<file path="src/design/ppm_pkg.sv">
package ppm_pkg;

    localparam int ACC_W = 16;
    localparam logic [ACC_W-1:0] COLOR_MAX = 16'hFFFF;

    localparam logic [7:0] CH_P     = 8'h50;
    localparam logic [7:0] CH_SIX   = 8'h36;
    localparam logic [7:0] CH_FIVE  = 8'h35;
    localparam logic [7:0] CH_HASH  = 8'h23;
    localparam logic [7:0] CH_ZERO  = 8'h30;
    localparam logic [7:0] CH_NINE  = 8'h39;
    localparam logic [7:0] CH_TAB   = 8'h09;
    localparam logic [7:0] CH_LF    = 8'h0A;
    localparam logic [7:0] CH_CR    = 8'h0D;
    localparam logic [7:0] CH_SPACE = 8'h20;

    localparam logic [1:0] KIND_HEADER = 2'd0;
    localparam logic [1:0] KIND_PIXEL  = 2'd1;
    localparam logic [1:0] KIND_ERROR  = 2'd2;

    localparam logic [1:0] ERR_BAD_MAGIC = 2'd0;
    localparam logic [1:0] ERR_GRAYSCALE = 2'd1;
    localparam logic [1:0] ERR_NON_DIGIT = 2'd2;
    localparam logic [1:0] ERR_TOO_LARGE = 2'd3;

    typedef enum logic [3:0] {
        PH_MAGIC0,
        PH_MAGIC1,
        PH_W_SKIP,
        PH_W_DIG,
        PH_H_SKIP,
        PH_H_DIG,
        PH_M_SKIP,
        PH_M_DIG,
        PH_PIXELS,
        PH_DONE
    } t_phase;

    typedef struct packed {
        logic [7:0] data_byte;
        logic       start_req;
    } t_in_word;

    typedef struct packed {
        logic [1:0]  kind;
        logic [12:0] image_width;
        logic [12:0] image_height;
        logic [15:0] max_color;
        logic [7:0]  red;
        logic [7:0]  green;
        logic [7:0]  blue;
        logic [11:0] column;
        logic [11:0] row;
        logic        last;
        logic [1:0]  error_code;
    } t_out_word;

endpackage

</file>
<file path="src/design/ppm_header_and_pixel_parser_unit.sv">
// channel | valid       | stall       | word
// input   | i_in_valid  | o_in_stall  | i_in_data  (byte of the file, restart flag)
// output  | o_out_valid | i_out_stall | o_out_data (header, pixel or error)
//
// one byte per cycle while o_in_stall is low; each result is registered before it is offered
// the parser state updates in the cycle a byte is taken, results go to an output
// register backed by one skid register, so o_in_stall rises only when both are full
// i_rst_n is synchronous, active low, and puts the parser at the first magic byte
module ppm_header_and_pixel_parser_unit #(
    parameter int MAX_DIM = 4096
) (
    input  logic                i_clk,
    input  logic                i_rst_n,
    input  logic                i_in_valid,
    input  ppm_pkg::t_in_word   i_in_data,
    output logic                o_in_stall,
    output logic                o_out_valid,
    output ppm_pkg::t_out_word  o_out_data,
    input  logic                i_out_stall
);

    localparam int DW = $clog2(MAX_DIM + 1);
    localparam int WX = (DW > 13) ? DW : 13;
    localparam int CX = (DW > 12) ? DW : 12;
    localparam int VW = ppm_pkg::ACC_W + 4;
    localparam logic [VW-1:0] DIM_LIMIT   = VW'(MAX_DIM);
    localparam logic [VW-1:0] COLOR_LIMIT = VW'(ppm_pkg::COLOR_MAX);

    ppm_pkg::t_phase           r_phase, n_phase, cur_phase;
    logic                      r_in_comment, n_in_comment, cur_comment;
    logic [ppm_pkg::ACC_W-1:0] r_accum, n_accum;
    logic [DW-1:0]             r_width, n_width;
    logic [DW-1:0]             r_height, n_height;
    logic [1:0]                r_bip, n_bip;
    logic [7:0]                r_red, n_red;
    logic [7:0]                r_green, n_green;
    logic [DW-1:0]             r_col, n_col;
    logic [DW-1:0]             r_row, n_row;

    logic                      r_out_valid;
    ppm_pkg::t_out_word        r_out;
    logic                      r_skid_valid;
    ppm_pkg::t_out_word        r_skid;

    logic                      in_acc;
    logic                      out_take;
    logic                      res_valid;
    ppm_pkg::t_out_word        res;
    logic [7:0]                d;
    logic                      is_digit;
    logic                      is_space;
    logic                      is_eol;
    logic [VW-1:0]             digit_v;
    logic [VW-1:0]             acc_v;
    logic [VW-1:0]             acc_lim;
    logic [DW:0]               col_p1;
    logic [DW:0]               row_p1;
    logic [WX-1:0]             w_ext;
    logic [WX-1:0]             h_ext;
    logic [CX-1:0]             c_ext;
    logic [CX-1:0]             rw_ext;

    assign o_in_stall  = r_skid_valid;
    assign o_out_valid = r_out_valid;
    assign o_out_data  = r_out;

    assign in_acc   = i_in_valid & ~r_skid_valid;
    assign out_take = r_out_valid & ~i_out_stall;

    assign d        = i_in_data.data_byte;
    assign is_digit = (d >= ppm_pkg::CH_ZERO) && (d <= ppm_pkg::CH_NINE);
    assign is_eol   = (d == ppm_pkg::CH_LF) || (d == ppm_pkg::CH_CR);
    assign is_space = is_eol || (d == ppm_pkg::CH_SPACE) || (d == ppm_pkg::CH_TAB);
    assign digit_v  = VW'(d[3:0]);

    // accum * 10 as two shifted copies
    assign acc_v = VW'({r_accum, 3'b000}) + VW'({r_accum, 1'b0}) + digit_v;
    assign acc_lim = (cur_phase == ppm_pkg::PH_M_DIG) ? COLOR_LIMIT : DIM_LIMIT;

    assign col_p1 = (DW + 1)'(r_col) + (DW + 1)'(1);
    assign row_p1 = (DW + 1)'(r_row) + (DW + 1)'(1);
    assign w_ext  = WX'(r_width);
    assign h_ext  = WX'(r_height);
    assign c_ext  = CX'(r_col);
    assign rw_ext = CX'(r_row);

    // a restart only needs to reset phase and comment: every other register
    // is written before it is read within one file
    assign cur_phase   = i_in_data.start_req ? ppm_pkg::PH_MAGIC0 : r_phase;
    assign cur_comment = i_in_data.start_req ? 1'b0 : r_in_comment;

    always_comb begin
        n_phase      = cur_phase;
        n_in_comment = cur_comment;
        n_accum      = r_accum;
        n_width      = r_width;
        n_height     = r_height;
        n_bip        = r_bip;
        n_red        = r_red;
        n_green      = r_green;
        n_col        = r_col;
        n_row        = r_row;
        res_valid    = 1'b0;
        res          = '0;

        if (cur_comment) begin
            if (is_eol) begin
                n_in_comment = 1'b0;
            end
        end else begin
            unique case (cur_phase)
                ppm_pkg::PH_MAGIC0: begin
                    if (d == ppm_pkg::CH_P) begin
                        n_phase = ppm_pkg::PH_MAGIC1;
                    end else begin
                        res_valid      = 1'b1;
                        res.kind       = ppm_pkg::KIND_ERROR;
                        res.error_code = ppm_pkg::ERR_BAD_MAGIC;
                        n_phase        = ppm_pkg::PH_DONE;
                    end
                end
                ppm_pkg::PH_MAGIC1: begin
                    if (d == ppm_pkg::CH_SIX) begin
                        n_phase = ppm_pkg::PH_W_SKIP;
                    end else begin
                        res_valid      = 1'b1;
                        res.kind       = ppm_pkg::KIND_ERROR;
                        res.error_code = (d == ppm_pkg::CH_FIVE) ? ppm_pkg::ERR_GRAYSCALE
                                                                 : ppm_pkg::ERR_BAD_MAGIC;
                        n_phase        = ppm_pkg::PH_DONE;
                    end
                end
                ppm_pkg::PH_W_SKIP, ppm_pkg::PH_H_SKIP, ppm_pkg::PH_M_SKIP: begin
                    priority if (is_space) begin
                        n_phase = cur_phase;
                    end else if (d == ppm_pkg::CH_HASH) begin
                        n_in_comment = 1'b1;
                    end else if (!is_digit) begin
                        res_valid      = 1'b1;
                        res.kind       = ppm_pkg::KIND_ERROR;
                        res.error_code = ppm_pkg::ERR_NON_DIGIT;
                        n_phase        = ppm_pkg::PH_DONE;
                    end else if (digit_v > ((cur_phase == ppm_pkg::PH_M_SKIP) ? COLOR_LIMIT
                                                                              : DIM_LIMIT)) begin
                        res_valid      = 1'b1;
                        res.kind       = ppm_pkg::KIND_ERROR;
                        res.error_code = ppm_pkg::ERR_TOO_LARGE;
                        n_phase        = ppm_pkg::PH_DONE;
                    end else begin
                        n_accum = ppm_pkg::ACC_W'(digit_v);
                        n_phase = ppm_pkg::t_phase'(cur_phase + 4'd1);
                    end
                end
                ppm_pkg::PH_W_DIG, ppm_pkg::PH_H_DIG, ppm_pkg::PH_M_DIG: begin
                    if (is_digit) begin
                        if (acc_v > acc_lim) begin
                            res_valid      = 1'b1;
                            res.kind       = ppm_pkg::KIND_ERROR;
                            res.error_code = ppm_pkg::ERR_TOO_LARGE;
                            n_phase        = ppm_pkg::PH_DONE;
                        end else begin
                            n_accum = acc_v[ppm_pkg::ACC_W-1:0];
                        end
                    end else begin
                        // the terminating byte is consumed; a hash opens a comment
                        n_in_comment = (d == ppm_pkg::CH_HASH);
                        priority if (cur_phase == ppm_pkg::PH_W_DIG) begin
                            n_width = r_accum[DW-1:0];
                            n_phase = ppm_pkg::PH_H_SKIP;
                        end else if (cur_phase == ppm_pkg::PH_H_DIG) begin
                            n_height = r_accum[DW-1:0];
                            n_phase  = ppm_pkg::PH_M_SKIP;
                        end else begin
                            res_valid        = 1'b1;
                            res.kind         = ppm_pkg::KIND_HEADER;
                            res.image_width  = w_ext[12:0];
                            res.image_height = h_ext[12:0];
                            res.max_color    = r_accum;
                            n_bip            = 2'd0;
                            n_col            = '0;
                            n_row            = '0;
                            if ((r_width == '0) || (r_height == '0)) begin
                                res.last     = 1'b1;
                                n_phase      = ppm_pkg::PH_DONE;
                                n_in_comment = 1'b0;
                            end else begin
                                n_phase = ppm_pkg::PH_PIXELS;
                            end
                        end
                    end
                end
                ppm_pkg::PH_PIXELS: begin
                    priority if (r_bip == 2'd0) begin
                        n_red = d;
                        n_bip = 2'd1;
                    end else if (r_bip == 2'd1) begin
                        n_green = d;
                        n_bip   = 2'd2;
                    end else begin
                        n_bip      = 2'd0;
                        res_valid  = 1'b1;
                        res.kind   = ppm_pkg::KIND_PIXEL;
                        res.red    = r_red;
                        res.green  = r_green;
                        res.blue   = d;
                        res.column = c_ext[11:0];
                        res.row    = rw_ext[11:0];
                        if ((col_p1 >= (DW + 1)'(r_width)) &&
                            (row_p1 >= (DW + 1)'(r_height))) begin
                            res.last = 1'b1;
                            n_phase  = ppm_pkg::PH_DONE;
                        end else if (col_p1 >= (DW + 1)'(r_width)) begin
                            n_col = '0;
                            n_row = row_p1[DW-1:0];
                        end else begin
                            n_col = col_p1[DW-1:0];
                        end
                    end
                end
                ppm_pkg::PH_DONE: begin
                    n_phase = ppm_pkg::PH_DONE;
                end
                default: begin
                    n_phase = cur_phase;
                end
            endcase
        end
    end

    always_ff @(posedge i_clk) begin
        if (!i_rst_n) begin
            r_phase      <= ppm_pkg::PH_MAGIC0;
            r_in_comment <= 1'b0;
        end else if (in_acc) begin
            r_phase      <= n_phase;
            r_in_comment <= n_in_comment;
        end
    end

    always_ff @(posedge i_clk) begin
        if (in_acc) begin
            r_accum  <= n_accum;
            r_width  <= n_width;
            r_height <= n_height;
            r_bip    <= n_bip;
            r_red    <= n_red;
            r_green  <= n_green;
            r_col    <= n_col;
            r_row    <= n_row;
        end
    end

    // output word register with one skid word behind it
    always_ff @(posedge i_clk) begin
        if (!i_rst_n) begin
            r_out_valid  <= 1'b0;
            r_skid_valid <= 1'b0;
        end else if (r_skid_valid) begin
            if (out_take) begin
                r_out_valid  <= 1'b1;
                r_skid_valid <= 1'b0;
            end
        end else if (!r_out_valid || out_take) begin
            r_out_valid <= in_acc & res_valid;
        end else if (in_acc && res_valid) begin
            r_skid_valid <= 1'b1;
        end
    end

    always_ff @(posedge i_clk) begin
        if (r_skid_valid) begin
            if (out_take) begin
                r_out <= r_skid;
            end
        end else if (!r_out_valid || out_take) begin
            r_out <= res;
        end else if (in_acc && res_valid) begin
            r_skid <= res;
        end
    end

endmodule
</file>
<file path="config.mk">
export PLATFORM = sky130hd
export DESIGN_NAME = ppm_header_and_pixel_parser_unit
export DESIGN_NICKNAME = d
export VERILOG_FILES = /design/src/design/ppm_pkg.sv /design/src/design/ppm_header_and_pixel_parser_unit.sv
export SDC_FILE = /design/constraint.sdc
export NUM_CORES = 1
export LEC_CHECK = 0
export ABC_AREA = 1
export ABC_CLOCK_PERIOD_IN_PS = 21100
export BUFFER_PORTS_ARGS = -buffer_cell sky130_fd_sc_hd__buf_2
export CORE_ASPECT_RATIO = 0.6
export CORE_MARGIN = 5
export CORE_UTILIZATION = 66
export DETAILED_ROUTE_END_ITERATION = 6
export GPL_TIMING_DRIVEN = 1
export PLACE_DENSITY = 0.93
export SYNTH_ARGS = -nofsm -noshare
export SYNTH_HDL_FRONTEND = slang
export SYNTH_SLANG_ARGS = --single-unit
</file>
<file path="constraint.sdc">
create_clock -name i_clk -period 21.1 [get_ports i_clk]
set_clock_uncertainty 0.1 [all_clocks]
set_input_delay 4.22 -clock i_clk [delete_from_list [all_inputs] [get_ports i_clk]]
set_output_delay 4.22 -clock i_clk [all_outputs]
set_load 0.03 [all_outputs]
</file>
[Word level (Yosys, flattened, before mapping)]
Index checks and enable logic that the tools add are counted.
Operators by class
  equality and inequality tests: 32
  bitwise logic cells: 10
  magnitude comparators: 6
  mux-type cells: 113
  reductions and logical operators: 28
  add/subtract/negate cells: 5
Operators by type and width (count)
  two-way mux 95 bit: 4
  two-way mux 42 bit: 4
  two-way mux 13 bit: 11
  two-way mux 16 bit: 8
  two-way mux 49 bit: 2
  two-way mux 4 bit: 15
  one-hot mux 13 bit (2 select lines): 2
  two-way mux 48 bit: 1
  two-way mux 1 bit: 39
  two-way mux 2 bit: 19
  equality test 8 x 6 -> 1 bit (second input constant): 4
  one-hot mux 16 bit (2 select lines): 1
  adder 13 x 1 -> 14 bit (second input constant): 2
  >= comparator 14 x 13 -> 1 bit: 2
  zero test 13 bit: 2
  != test 2 bit (second input constant): 13
  equality test 8 x 4 -> 1 bit (second input constant): 3
  one-hot mux 4 bit (6 select lines): 1
  adder 19 x 17 -> 20 bit: 1
  adder 20 x 4 -> 20 bit: 1
  > comparator 20 x 16 -> 1 bit: 1
  AND reduction 9 bit: 2
  equality test 4 x 3 -> 1 bit (second input constant): 4
  > comparator 4 x 16 -> 1 bit: 1
  29 further kinds: 51
Word-level totals
  flip-flop bits (word level): 283
  input bits: 13

[Logic depth before layout (Yosys ltp)]
  depth in word-level cells: 14
  gate-level depth with buffers: 26
  mapped depth without buffers: 26

[Least setup slack after synthesis]
Ideal clock, no wire load.
  path kind: input port to flip-flop
  from: input port i_in_data[4] in the netlist's numbering
  to: register r_skid[0] in the netlist's numbering (enable)
  slack: 9496 ps
  required time: 20450 ps
  buffers on the path: 0
  library setup time: 550 ps
  arrival time: 10955 ps
  stages: 21
  cell sequence: inv_2 fa_1 inv_1 ha_1 nand2_1 nor2_1 nand3_1 nand3_1 a31o_2 xnor2_1 inv_1 ha_1 and3_1 nand3_1 nor2_1 nand3_1 nand2_1 nand3_2 nand4_2 nand2_2 nor2_1
On the way
  elaborated cells on any way between the ends: 28
  classes of those cells: add/sub: 1; order compare: 4; eq/ne: 7; mux: 10; reduce/logical: 6
RTL lines
  start: declaration: RTL line ppm_header_and_pixel_parser_unit.sv:15  | input ppm_pkg::t_in_word i_in_data,
  adder 20 x 4 -> 20 bit: RTL line ppm_header_and_pixel_parser_unit.sv:77  | assign acc_v = VW'({r_accum, 3'b000}) + VW'({r_accum, 1'b0}) + digit_v;
  net acc_v[15]: RTL line ppm_header_and_pixel_parser_unit.sv:54  | logic [VW-1:0] acc_v;
  > comparator 20 x 16 -> 1 bit: RTL line ppm_header_and_pixel_parser_unit.sv:156  | if (acc_v > acc_lim) begin
  two-way mux 1 bit: RTL line ppm_header_and_pixel_parser_unit.sv:156
  two-way mux 1 bit: RTL line ppm_header_and_pixel_parser_unit.sv:155  | if (is_digit) begin
  one-hot mux 1 bit (5 select lines): RTL line ppm_header_and_pixel_parser_unit.sv:111  | unique case (cur_phase)
  two-way mux 1 bit: RTL line ppm_header_and_pixel_parser_unit.sv:106  | if (cur_comment) begin
  logical AND 1 bit: RTL line ppm_header_and_pixel_parser_unit.sv:277  | end else if (in_acc && res_valid) begin
  AND reduction 3 bit (no source line)
  end signal: assignment: RTL line ppm_header_and_pixel_parser_unit.sv:278  | r_skid <= res;
  end: declaration: RTL line ppm_header_and_pixel_parser_unit.sv:43  | ppm_pkg::t_out_word r_skid;
The timed path passes the listed nets, and every way through them passes these cells.
A chain may end at the register's enable or synchronous reset.

[Worst setup path in the final report]
  from: input port i_in_data[4] in the netlist's numbering
  to: register r_skid[62] in the netlist's numbering (enable)
Same word-level chain as after synthesis.

==> flow_metrics.tcl <==
set metrics [dict create \
    portBuffers 109 \
    finalCriticalPeriod_ns 9.13 \
    drt-total-wl_um 35200 \
    antenna_cells 0 \
    grt_pass1_vias 10600 \
    ys_async_sr_fraction_pct 0 \
    rows 42 \
    crit_type "input pin to flip-flop" \
    dp_hpwl_um 24900 \
    avgSynthCellArea_sq_um 9.95 \
    drive_gt1_share_pct 16.9 \
    synth_edf_count 276 \
    cts_resized 0 \
    powerDensity_nw_per_um2 76.7 \
    dieArea_sq_um 25700 \
    crit_fanout 75 \
    irDropWorstVdd_mv 0.0859 \
    critPathMostFrequentCell "nand3_1" \
    worst_slew_pin_slew_ns 1.17 \
    nFillCells 1410 \
    required_ns 21.15 \
    slew_viol_final 0 \
    endpoint_kind "flip-flop" \
    ys_warn_count 0 \
    num-nets-final 1690 \
    drt-vias-per-instance 5.85 \
    post-cts-setup-buffers 0 \
    synth_ff_type "edfxtp_1" \
    status "complete, no violations" \
    ant_nets 0 \
    slew_headroom_pct 21.9 \
    cp-start-kind "input pin" \
    grt_overflow 0 \
    hold_class "flip-flop to flip-flop" \
    drt_iter0_markers 1319 \
    rrSetupSlack_ns 15.28 \
    syn_inst 1490 \
    wl_per_cell_um 18.5 \
    hold-worst-slack_ns 0.419 \
    ctsLongestPathBuffers 3 \
    grt_first_pass_wirelength_um 56100 \
    cap_viol_max_count 0 \
    drt_pass1_iterations 7 \
    core_area_sq_um 22100 \
    ys_seq_area_share_pct 56.8 \
    crit_path_max_incr_delay_ns 0.84 \
    die_h_um 126 \
    dp_cells 1855 \
    cts-htree-levels 1 \
    p_leak_nw 7.66 \
    critPathSlowestCell "buf_4" \
    max_freq_mhz 110 \
    dr_total_vias 11100 \
    grt_max_degree 101 \
    cts-root-buf "clkbuf_16" \
    final_common_cell "nand2_1" \
    synth_cell_type_count 56 \
    drc_errors 0 \
    regArea_sq_um 8430 \
    start_util_pct 67.2 \
    placed_area_sq_um 15600 \
    synth_nets 1583 \
    setup_viol 0 \
    clock-sinks 283 \
    clkSlewWorstSetupHoldPaths_ns 0.07 \
    multi_input_area_sq_um 5410 \
    globalplace.congestion 0.998 \
    cts_buffers 26 \
    antenna_found_initial 0 \
    fin_cells 1900 \
    crit_path_cell_trace "buf_2 -> inv_2 -> fa_1 -> inv_1 -> ha_1 -> nand2_1 -> nor2_1 -> nand3_1 -> nand3_1 -> a31o_2 -> xnor2_1 -> inv_1 -> ha_1 -> and3_1 -> nand3_1 -> nor2_1 -> nand3_1 -> nand2_1 -> nand3_2 -> nand4_2 -> nand2_2 -> nor2_4 -> buf_4" \
    syn_to_final_growth_pct 10.8 \
    synth_seq_cells 283 \
    final_util_pct 74.4 \
    grt.total_usage_pct 27.2 \
    hold_violations 0 \
    period_share_pct 43.2 \
    insertion_delay_ns 0.54 \
    io_pins 110 \
    hold_buffers 0 \
    grt_setup_unrepaired "no" \
    arrival_ns 9.18 \
    design_area_sq_um 16400 \
    fin_setup_tns_ns 0 \
    cts_tree "yes" \
    final_cell_mix "466 x nand2_1, 276 x edfxtp_1, 187 x inv_1, 124 x nor2_1, 109 x buf_2" \
    die_w_um 204 \
    synthesis.area_sq_um 14800 \
]
==> per-layer routing <==
metal,wire [um],GRT usage [%]
met1,15000,41.5
met2,15700,41.5
met3,3720,4.68
met4,827,6.26
met5,0,0
==> cells in the mapped netlist, types with 3 or more instances <==
| library cell | n | share of area [%] |
|---|---|---|
| a21oi_1 | 42 | 1.4 |
| a21oi_2 | 3 | 0.18 |
| a31o_2 | 3 | 0.18 |
| and3_1 | 4 | 0.17 |
| buf_1 | 6 | 0.15 |
| buf_2 | 6 | 0.20 |
| buf_6 | 4 | 0.30 |
| clkbuf_1 | 19 | 0.48 |
| dfxtp_1 | 7 | 0.94 |
| edfxtp_1 | 276 | 56 |
| ha_1 | 78 | 6.6 |
| inv_1 | 188 | 4.8 |
| inv_2 | 13 | 0.33 |
| nand2_1 | 466 | 12 |
| nand2_2 | 10 | 0.42 |
| nand3_1 | 37 | 1.2 |
| nand3_2 | 3 | 0.20 |
| nand4_1 | 13 | 0.55 |
| nor2_1 | 125 | 3.2 |
| nor2_2 | 28 | 1.2 |
| nor2_4 | 6 | 0.46 |
| nor3_1 | 22 | 0.74 |
| nor3_2 | 4 | 0.27 |
| nor3_4 | 26 | 2.9 |
| nor4_1 | 7 | 0.30 |
| o211ai_1 | 3 | 0.15 |
| o21ai_0 | 25 | 0.84 |
| o21ai_2 | 3 | 0.18 |
| o21bai_1 | 3 | 0.15 |
| or2_1 | 3 | 0.13 |
| xnor2_1 | 6 | 0.35 |
| xor2_1 | 13 | 0.77 |
==> cell type report <==
cell class	instances	share of cell area, %
sequential	283	51.3
multi-input combinational	963	32.9
inverter	205	4.77
clock buffer	30	4.05
timing repair buffer	118	3.73
tap	286	2.18
clock inverter	15	1.01
==> where the power goes <==
part           total, W  internal, W  switching [W]
combinational  0.000136    0.0000320       0.000104
clock          0.000468     0.000263       0.000205
sequential     0.000655     0.000645      0.0000103
==> through the flow <==
| stage | total power [W] | setup WS (ns) |
|---|---|---|
| global placement | 0.000798 | 11.72 |
| global route | 0.00130 | 11.69 |
| CTS | 0.00126 | 12.07 |
| finish | 0.00126 | 11.97 |
| detailed placement | 0.000802 | 11.55 |
| floorplan | 0.000763 | 9.50 |
==> registers in the layout, indices dropped and copies added, names as in the netlist, 2 cells and up <==
name        count
r_width        13
r_green         8
r_skid         95
r_accum        16
r_row          13
r_phase         4
h_ext          13
r_red           8
c_ext          13
r_bip           2
o_out_data     95
==> worst max-delay path: cells and delay by family <==
family / cells / cell delay [ns]
buffers and inverters: 5 / 1.27
AO/OA/AOI/OAI: 1 / 0.28
XOR/XNOR: 1 / 0.18
adder cells (fa/ha/maj): 3 / 1.21
AND/OR/NAND/NOR: 13 / 1.92
==> final timing paths <==
| path | startpoint | end | cells past startpoint |
|---|---|---|---|
| max | i_in_data[4] | r_skid[62] | 23 |
| min | r_skid[62] | o_out_data[62] | 2 |
| max reg2reg | r_accum[0] | r_skid[62] | 22 |
| min reg2reg | r_skid[62] | o_out_data[62] | 2 |
==> cells by family (layout without fill, tap and decap cells) <==
kind of cell             Yosys count  in the layout  share of synthesized area (%)
XOR/XNOR                          19             19                           1.12
flip-flops                       283            283                           56.8
buffers and inverters            244            368                           6.72
AND/OR/NAND/NOR                  766            766                           24.5
AO/OA/AOI/OAI                     98             98                           4.02
adder cells (fa/ha/maj)           80             80                           6.85
(Power assumes the default switching activity.)
